==> src/rtl/srms_pkg.sv <==
package srms_pkg;

  localparam int unsigned SAMPLE_W  = 16;
  localparam int unsigned LEVEL_W   = 16;
  localparam int unsigned FRAME_W   = 9;
  localparam int unsigned CFG_W     = 16;
  localparam int unsigned CFG_IDX_W = 2;

  localparam int unsigned MAX_FRAME_PAIRS_DEF = 256;

  localparam logic [FRAME_W-1:0] FRAME_PAIRS_RST = 9'd128;
  localparam logic [LEVEL_W-1:0] WEIGHT_RST      = 16'd4588;
  localparam logic [LEVEL_W-1:0] FULL_SCALE_RST  = 16'd11141;

  localparam int unsigned SMOOTH_W  = 24;
  localparam int unsigned ACC_W     = 42;
  localparam int unsigned ROOT_W    = 16;
  localparam int unsigned RAD_W     = 2 * ROOT_W;
  localparam int unsigned MUL_A_W   = 25;
  localparam int unsigned MUL_B_W   = 18;
  localparam int unsigned PROD_W    = MUL_A_W + MUL_B_W;

  localparam logic [ACC_W-1:0] ROUND_HALF = ACC_W'(32768);

  typedef enum logic [CFG_IDX_W-1:0] {
    REG_FRAME_PAIRS  = 2'd0,
    REG_SMOOTH_WEIGHT = 2'd1,
    REG_FULL_SCALE   = 2'd2
  } cfg_reg_t;

  typedef enum logic [3:0] {
    S_IDLE,
    S_SQ1,
    S_SQ2,
    S_DIV,
    S_SQRT,
    S_MUL1,
    S_MUL2,
    S_MUL3,
    S_SCL0,
    S_SCL,
    S_OUT
  } srms_state_t;

endpackage

==> src/rtl/smoothed_rms_audio_level_unit.sv <==
// A pair that does not close a frame passes S_SQ1 and S_SQ2, stall high after acceptance.
// A frame-closing pair shows its word once the bit-serial divider (mean, then scaled
// level) and the 16-step square root are done, and later while the previous word is
// held by out_stall. Inside a frame a new pair is taken only after the last one has
// left S_SQ2; the output word register lets the next frame start while a result waits.
// Reset (synchronous, rst_n low): registers to defaults, sums, count and smoother cleared.
module smoothed_rms_audio_level_unit import srms_pkg::*; #(
  parameter int unsigned MAX_FRAME_PAIRS = MAX_FRAME_PAIRS_DEF
) (
  input  logic                       clk,
  input  logic                       rst_n,
  input  logic                       in_valid,
  output logic                       in_stall,
  input  logic signed [SAMPLE_W-1:0] in_left_sample,
  input  logic signed [SAMPLE_W-1:0] in_right_sample,
  output logic                       out_valid,
  input  logic                       out_stall,
  output logic [LEVEL_W-1:0]         out_rms_level,
  output logic [LEVEL_W-1:0]         out_smoothed_level,
  output logic [LEVEL_W-1:0]         out_scaled_level,
  input  logic                       cfg_we,
  input  logic [CFG_IDX_W-1:0]       cfg_index,
  input  logic [CFG_W-1:0]           cfg_data
);

  localparam int unsigned CNT_W = $clog2(MAX_FRAME_PAIRS + 1);
  localparam int unsigned SUM_W = $clog2(MAX_FRAME_PAIRS) + 32;
  localparam int unsigned CMP_W = (CNT_W > FRAME_W) ? CNT_W : FRAME_W;
  localparam int unsigned DEN_W = (CNT_W + 1 > LEVEL_W) ? CNT_W + 1 : LEVEL_W;

  srms_state_t state_r, state_nxt;

  logic [FRAME_W-1:0] frame_pairs_r;
  logic [LEVEL_W-1:0] weight_r;
  logic [LEVEL_W-1:0] full_scale_r;

  logic signed [SAMPLE_W-1:0] right_r, right_nxt;
  logic [SUM_W-1:0]    sum_r, sum_nxt;
  logic [CNT_W-1:0]    count_r, count_nxt;
  logic [SMOOTH_W-1:0] smoother_r, smoother_nxt;
  logic [ROOT_W-1:0]   rms_r, rms_nxt;
  logic [ACC_W-1:0]    acc_r, acc_nxt;
  logic [LEVEL_W-1:0]  scaled_r, scaled_nxt;
  logic [LEVEL_W-1:0]  out_rms_r, out_rms_nxt;
  logic [LEVEL_W-1:0]  out_smooth_r, out_smooth_nxt;
  logic [LEVEL_W-1:0]  out_scaled_r, out_scaled_nxt;
  logic                out_valid_r, out_valid_nxt;

  logic signed [MUL_A_W-1:0] mul_a;
  logic signed [MUL_B_W-1:0] mul_b;
  logic signed [PROD_W-1:0]  prod;

  logic             div_start;
  logic [SUM_W-1:0] div_num;
  logic [DEN_W-1:0] div_den;
  logic             div_done;
  logic [SUM_W-1:0] div_quo;

  logic              sqrt_start;
  logic              sqrt_done;
  logic [ROOT_W-1:0] sqrt_root;

  logic [SUM_W-1:0]          sum_add;
  logic [CNT_W-1:0]          count_inc;
  logic [CMP_W-1:0]          n_eff;
  logic                      frame_end;
  logic [MUL_B_W-2:0]        weight_comp;
  logic [ACC_W-1:0]          smooth_sum;
  logic [SMOOTH_W+15:0]      scl_prod;
  logic [LEVEL_W-1:0]        fs_eff;

  srms_mul u_mul (
    .clk  (clk),
    .a    (mul_a),
    .b    (mul_b),
    .prod (prod)
  );

  srms_div #(
    .NUM_W (SUM_W),
    .DEN_W (DEN_W)
  ) u_div (
    .clk   (clk),
    .rst_n (rst_n),
    .start (div_start),
    .num   (div_num),
    .den   (div_den),
    .done  (div_done),
    .quo   (div_quo)
  );

  srms_sqrt u_sqrt (
    .clk      (clk),
    .rst_n    (rst_n),
    .start    (sqrt_start),
    .radicand (div_quo[RAD_W-1:0]),
    .done     (sqrt_done),
    .root     (sqrt_root)
  );

  always_comb begin
    sum_add   = sum_r + SUM_W'(prod[31:0]);
    count_inc = count_r + CNT_W'(1);
    if (frame_pairs_r == '0) begin
      n_eff = CMP_W'(1);
    end else if (CMP_W'(frame_pairs_r) > CMP_W'(MAX_FRAME_PAIRS)) begin
      n_eff = CMP_W'(MAX_FRAME_PAIRS);
    end else begin
      n_eff = CMP_W'(frame_pairs_r);
    end
    frame_end   = CMP_W'(count_inc) >= n_eff;
    weight_comp = (MUL_B_W-1)'(17'h10000 - {1'b0, weight_r});
    smooth_sum  = acc_r + {prod[ACC_W-9:0], 8'h00};
    scl_prod    = {smoother_r, 16'h0000} - {16'h0000, smoother_r};
    fs_eff      = (full_scale_r == '0) ? LEVEL_W'(1) : full_scale_r;
  end

  always_comb begin
    state_nxt      = state_r;
    right_nxt      = right_r;
    sum_nxt        = sum_r;
    count_nxt      = count_r;
    smoother_nxt   = smoother_r;
    rms_nxt        = rms_r;
    acc_nxt        = acc_r;
    scaled_nxt     = scaled_r;
    out_rms_nxt    = out_rms_r;
    out_smooth_nxt = out_smooth_r;
    out_scaled_nxt = out_scaled_r;
    out_valid_nxt  = out_valid_r && out_stall;
    mul_a          = '0;
    mul_b          = '0;
    div_start      = 1'b0;
    div_num        = '0;
    div_den        = '0;
    sqrt_start     = 1'b0;
    in_stall       = 1'b1;
    unique case (state_r)
      S_IDLE: begin
        in_stall = 1'b0;
        mul_a    = MUL_A_W'(in_left_sample);
        mul_b    = MUL_B_W'(in_left_sample);
        if (in_valid) begin
          right_nxt = in_right_sample;
          state_nxt = S_SQ1;
        end
      end
      S_SQ1: begin
        mul_a     = MUL_A_W'(right_r);
        mul_b     = MUL_B_W'(right_r);
        sum_nxt   = sum_add;
        state_nxt = S_SQ2;
      end
      S_SQ2: begin
        if (frame_end) begin
          div_start = 1'b1;
          div_num   = sum_add;
          div_den   = DEN_W'({count_inc, 1'b0});
          sum_nxt   = '0;
          count_nxt = '0;
          state_nxt = S_DIV;
        end else begin
          sum_nxt   = sum_add;
          count_nxt = count_inc;
          state_nxt = S_IDLE;
        end
      end
      S_DIV: begin
        if (div_done) begin
          sqrt_start = 1'b1;
          state_nxt  = S_SQRT;
        end
      end
      S_SQRT: begin
        if (sqrt_done) begin
          rms_nxt   = sqrt_root;
          state_nxt = S_MUL1;
        end
      end
      S_MUL1: begin
        mul_a     = MUL_A_W'(smoother_r);
        mul_b     = MUL_B_W'(weight_comp);
        state_nxt = S_MUL2;
      end
      S_MUL2: begin
        acc_nxt   = prod[ACC_W-1:0] + ROUND_HALF;
        mul_a     = MUL_A_W'(rms_r);
        mul_b     = MUL_B_W'(weight_r);
        state_nxt = S_MUL3;
      end
      S_MUL3: begin
        smoother_nxt = smooth_sum[SMOOTH_W+15:16];
        state_nxt    = S_SCL0;
      end
      S_SCL0: begin
        div_start = 1'b1;
        div_num   = SUM_W'(scl_prod[SMOOTH_W+15:8]);
        div_den   = DEN_W'(fs_eff);
        state_nxt = S_SCL;
      end
      S_SCL: begin
        if (div_done) begin
          scaled_nxt = (|div_quo[SUM_W-1:LEVEL_W]) ? '1 : div_quo[LEVEL_W-1:0];
          state_nxt  = S_OUT;
        end
      end
      S_OUT: begin
        if (!out_valid_r || !out_stall) begin
          out_rms_nxt    = rms_r;
          out_smooth_nxt = smoother_r[SMOOTH_W-1:8];
          out_scaled_nxt = scaled_r;
          out_valid_nxt  = 1'b1;
          state_nxt      = S_IDLE;
        end
      end
      default: begin
        state_nxt = S_IDLE;
      end
    endcase
  end

  always_ff @(posedge clk) begin
    if (!rst_n) begin
      state_r       <= S_IDLE;
      sum_r         <= '0;
      count_r       <= '0;
      smoother_r    <= '0;
      out_valid_r   <= 1'b0;
      frame_pairs_r <= FRAME_PAIRS_RST;
      weight_r      <= WEIGHT_RST;
      full_scale_r  <= FULL_SCALE_RST;
    end else begin
      state_r     <= state_nxt;
      sum_r       <= sum_nxt;
      count_r     <= count_nxt;
      smoother_r  <= smoother_nxt;
      out_valid_r <= out_valid_nxt;
      if (cfg_we) begin
        unique case (cfg_index)
          REG_FRAME_PAIRS:   frame_pairs_r <= cfg_data[FRAME_W-1:0];
          REG_SMOOTH_WEIGHT: weight_r      <= cfg_data[LEVEL_W-1:0];
          REG_FULL_SCALE:    full_scale_r  <= cfg_data[LEVEL_W-1:0];
          default: begin
          end
        endcase
      end
    end
  end

  always_ff @(posedge clk) begin
    right_r      <= right_nxt;
    rms_r        <= rms_nxt;
    acc_r        <= acc_nxt;
    scaled_r     <= scaled_nxt;
    out_rms_r    <= out_rms_nxt;
    out_smooth_r <= out_smooth_nxt;
    out_scaled_r <= out_scaled_nxt;
  end

  assign out_valid          = out_valid_r;
  assign out_rms_level      = out_rms_r;
  assign out_smoothed_level = out_smooth_r;
  assign out_scaled_level   = out_scaled_r;

endmodule

==> src/rtl/srms_mul.sv <==
module srms_mul import srms_pkg::*; (
  input  logic                      clk,
  input  logic signed [MUL_A_W-1:0] a,
  input  logic signed [MUL_B_W-1:0] b,
  output logic signed [PROD_W-1:0]  prod
);

  always_ff @(posedge clk) begin
    prod <= a * b;
  end

endmodule

==> src/rtl/srms_div.sv <==
module srms_div #(
  parameter int unsigned NUM_W = 40,
  parameter int unsigned DEN_W = 16
) (
  input  logic             clk,
  input  logic             rst_n,
  input  logic             start,
  input  logic [NUM_W-1:0] num,
  input  logic [DEN_W-1:0] den,
  output logic             done,
  output logic [NUM_W-1:0] quo
);

  localparam int unsigned CNT_W = $clog2(NUM_W + 1);

  logic [DEN_W-1:0] den_r;
  logic [DEN_W-1:0] rem_r, rem_nxt;
  logic [NUM_W-1:0] quo_r, quo_nxt;
  logic [CNT_W-1:0] cnt_r;
  logic             busy_r;
  logic             done_r;
  logic [DEN_W:0]   shifted;
  logic [DEN_W:0]   diff;

  always_comb begin
    shifted = {rem_r, quo_r[NUM_W-1]};
    diff    = shifted - {1'b0, den_r};
    if (shifted >= {1'b0, den_r}) begin
      rem_nxt = diff[DEN_W-1:0];
      quo_nxt = {quo_r[NUM_W-2:0], 1'b1};
    end else begin
      rem_nxt = shifted[DEN_W-1:0];
      quo_nxt = {quo_r[NUM_W-2:0], 1'b0};
    end
  end

  always_ff @(posedge clk) begin
    if (!rst_n) begin
      busy_r <= 1'b0;
      done_r <= 1'b0;
      cnt_r  <= '0;
    end else begin
      done_r <= 1'b0;
      if (start) begin
        busy_r <= 1'b1;
        cnt_r  <= CNT_W'(NUM_W);
      end else if (busy_r) begin
        cnt_r <= cnt_r - CNT_W'(1);
        if (cnt_r == CNT_W'(1)) begin
          busy_r <= 1'b0;
          done_r <= 1'b1;
        end
      end
    end
  end

  always_ff @(posedge clk) begin
    if (start) begin
      den_r <= den;
      rem_r <= '0;
      quo_r <= num;
    end else if (busy_r) begin
      rem_r <= rem_nxt;
      quo_r <= quo_nxt;
    end
  end

  assign done = done_r;
  assign quo  = quo_r;

endmodule

==> src/rtl/srms_sqrt.sv <==
module srms_sqrt import srms_pkg::*; (
  input  logic              clk,
  input  logic              rst_n,
  input  logic              start,
  input  logic [RAD_W-1:0]  radicand,
  output logic              done,
  output logic [ROOT_W-1:0] root
);

  localparam int unsigned CNT_W = $clog2(ROOT_W + 1);
  localparam int unsigned REM_W = ROOT_W + 4;

  logic [RAD_W-1:0]  rad_r;
  logic [REM_W-1:0]  rem_r, rem_nxt;
  logic [ROOT_W-1:0] root_r, root_nxt;
  logic [CNT_W-1:0]  cnt_r;
  logic              busy_r;
  logic              done_r;
  logic [REM_W-1:0]  rem_shift;
  logic [REM_W-1:0]  trial;

  always_comb begin
    rem_shift = {rem_r[REM_W-3:0], rad_r[RAD_W-1 -: 2]};
    trial     = {2'b00, root_r, 2'b01};
    if (rem_shift >= trial) begin
      rem_nxt  = rem_shift - trial;
      root_nxt = {root_r[ROOT_W-2:0], 1'b1};
    end else begin
      rem_nxt  = rem_shift;
      root_nxt = {root_r[ROOT_W-2:0], 1'b0};
    end
  end

  always_ff @(posedge clk) begin
    if (!rst_n) begin
      busy_r <= 1'b0;
      done_r <= 1'b0;
      cnt_r  <= '0;
    end else begin
      done_r <= 1'b0;
      if (start) begin
        busy_r <= 1'b1;
        cnt_r  <= CNT_W'(ROOT_W);
      end else if (busy_r) begin
        cnt_r <= cnt_r - CNT_W'(1);
        if (cnt_r == CNT_W'(1)) begin
          busy_r <= 1'b0;
          done_r <= 1'b1;
        end
      end
    end
  end

  always_ff @(posedge clk) begin
    if (start) begin
      rad_r  <= radicand;
      rem_r  <= '0;
      root_r <= '0;
    end else if (busy_r) begin
      rad_r  <= {rad_r[RAD_W-3:0], 2'b00};
      rem_r  <= rem_nxt;
      root_r <= root_nxt;
    end
  end

  assign done = done_r;
  assign root = root_r;

endmodule

==> config.mk <==
export PLATFORM = sky130hd
export DESIGN_NAME = smoothed_rms_audio_level_unit
export DESIGN_NICKNAME = d
export VERILOG_FILES = /design/src/rtl/srms_pkg.sv /design/src/rtl/smoothed_rms_audio_level_unit.sv /design/src/rtl/srms_mul.sv /design/src/rtl/srms_div.sv /design/src/rtl/srms_sqrt.sv
export SDC_FILE = /design/constraint.sdc
export NUM_CORES = 2
export LEC_CHECK = 0
export BUFFER_PORTS_ARGS = -buffer_cell sky130_fd_sc_hd__buf_4
export CAP_MARGIN = 5
export CORE_AREA = 2 2 314 316
export CTS_CLUSTER_DIAMETER = 50
export DETAILED_ROUTE_END_ITERATION = 16
export DIE_AREA = 0 0 316 318
export SYNTH_ARGS = -nofsm -noshare
export SYNTH_HDL_FRONTEND = slang
export SYNTH_HIERARCHICAL = 1
export SYNTH_SLANG_ARGS = --single-unit
export TNS_END_PERCENT = 10
==> constraint.sdc <==
create_clock -name clk -period 23.3 [get_ports clk]
set_input_delay 2.33 -clock clk [delete_from_list [all_inputs] [get_ports clk]]
set_output_delay 2.33 -clock clk [all_outputs]
set_load 0.02 [all_outputs]
==> impl_metrics.yaml <==
sta:
  maxClockFrequency_mhz: 106
  worst-slew-pin-transition_ns: 1.19
  rsz0062_at_grt: "no"
  slew_headroom: 0.203
  final.setup.worst_slack_ns: 13.91
  fin_setup_tns_ns: 0
  setup_violations: 0
  shortest_period_the_worst_path_allows_ns: 9.39
  finalCritPeriodShare: 0.403
  whs_ns: 0.419
  clock_skew_ns: 0.0490
  report.final.hold_viol_count: 0
  timing_max_transition_violations_final: 0
layout:
  instances_no_fill: 5468
  flow.area_growth_from_synthesis_pct: 10.4
  layout_common_cells: "inv_1, nand2_1, fa_1"
  diodes: 0
  most_frequent_standard_cell_in_the_layout_excluding_fill_and_tap_cells: "inv_1"
  finish.net_count: 4840
  share_of_final_layout_standard_cells_stronger_than_drive_strength_1: 0.0973
clocking:
  ctsLongestPathBuffers: 3
  worst_skew_pair.late_latency_ns: 0.65
  clk_pin_slew_ns: 0.06
  ctsHtreeMaxLevel: 2
  cts.sinks: 440
  postCtsSetupBuffers: 0
  cts.hold.buffers_added: 0
  tritoncts: "yes"
  postCtsResizedCells: 0
  cts_root_cell: "clkbuf_16"
  cts_made_buffers: 57
logic_synthesis:
  synth_area_um2: 38800
  syn_inst: 4118
  synth_fp_nets: 4826
  ys_warn_count: 6
  syn-mean-instance-area_um2: 9.42
worst_setup_path:
  worst_ep_arrival_time_ns: 9.93
  cp.required_ns: 23.83
  worst_setup_path_start_kind: "primary input"
  criticalPathCategory: "in -> reg"
  crit_path_max_fanout: 23
  crit_path_end_kind: "register"
global_routing:
  grt_max_degree: 66
  first_global_vias: 29200
  antenna_found_initial: 0
  track_usage: 0.219
  grt_pass1_wl_mm: 170
  grt_remaining_overflow: 0
placed_design:
  gp_routability_congestion: 0.911
  post-place-cells: 5360
  dp.final_hpwl_mm: 83.5
  pre_cts_ws_ns: 13.35
  port_buffers: 104
detailed_routing:
  vias: 29500
  vias_per_instance: 5.39
  drt.antenna.violating_nets: 0
  dr.first_iter.drc_count: 2334
  drt_pass1_iterations: 7
  drt_wl_total_mm: 111
  drc: 0
  drt-wirelength-per-cell_um: 20.2
die:
  floorplan.die.width_um: 316
  core.rowCount: 115
  num_io_pins: 105
  initial_utilization: 0.398
  fp.dieH_um: 318
  die_area_um2: 100000
  design.core.area_um2: 97400
worst_hold_path:
  min_path_type: "reg -> reg"
run:
  max-cap-violations: 0
run_status:
  run_status: "complete, no violations"
-- layout make-up --
type / instances / area [um2]
fillers: 9407 / 54600
multi-input cells: 2875 / 24800
flip-flops and latches: 440 / 11000
inverters: 594 / 2230
well taps: 1287 / 1610
clock buffers: 69 / 1500
repair buffers: 164 / 1230
clock inverters: 39 / 492
-- through the flow --
| step | area (um2) | utilization |
|---|---|---|
| after detailed placement | 40800 | 0.419 |
| after global placement | 40800 | 0.419 |
| after global routing | 42800 | 0.440 |
| after floorplan | 38800 | - |
| after CTS | 42800 | 0.440 |
| final | 42800 | 0.440 |
-- path summary, 6_finish.rpt --
check | start | end | slack [ns] | cells past startpoint
max reg2reg | state_r[2] | u_mul/prod[33] | 14.35 | 26
min reg2reg | scaled_r[9] | out_scaled_level[9] | 0.42 | 0
max | in_left_sample[15] | u_mul/prod[33] | 13.91 | 25
min | scaled_r[9] | out_scaled_level[9] | 0.42 | 0
-- metal layers --
| layer | up-vias | routed length [um] | GRT usage |
|---|---|---|---|
| li1 | 13700 | - | - |
| met1 | 14700 | 48100 | 0.300 |
| met2 | 995 | 51000 | 0.351 |
| met3 | 161 | 8400 | 0.0417 |
| met4 | 0 | 3090 | 0.0635 |
| met5 | - | 0 | 0 |
-- worst max-delay path, stage by stage --
cell	delay [ns]
buf_4	0.14
a22oi_1	0.68
inv_1	0.10
buf_4	0.27
a221o_1	0.58
and2_1	0.31
fa_1	0.50
inv_1	0.05
fa_1	0.52
fa_1	0.52
inv_1	0.05
fa_1	0.49
fa_1	0.56
inv_1	0.06
fa_1	0.53
inv_1	0.04
ha_1	0.36
and3_1	0.19
a211o_1	0.41
or4b_4	0.55
nand2_2	0.11
o41ai_1	0.10
a21o_1	0.21
a21oi_2	0.14
xnor2_1	0.13
-- state kept, by name, indices dropped and copies added, names as in the netlist, 9 cells and up --
name,count
u_sqrt/root,16
frame_pairs_r,9
u_div/rem_r,16
out_smoothed_level,16
smoother_r,24
count_r,9
u_sqrt/rad_r,32
u_div/quo,40
sum_r,40
u_mul/prod,40
u_sqrt/rem_r,18
out_scaled_level,16
weight_r,16
full_scale_r,16
rms_r,16
acc_r,32
out_rms_level,16
u_div/den_r,16
scaled_r,16
right_r,16
Power is left out: the tool's default activity adds up to more than one toggle a clock period on the data nets, which glitch-free logic cannot reach.
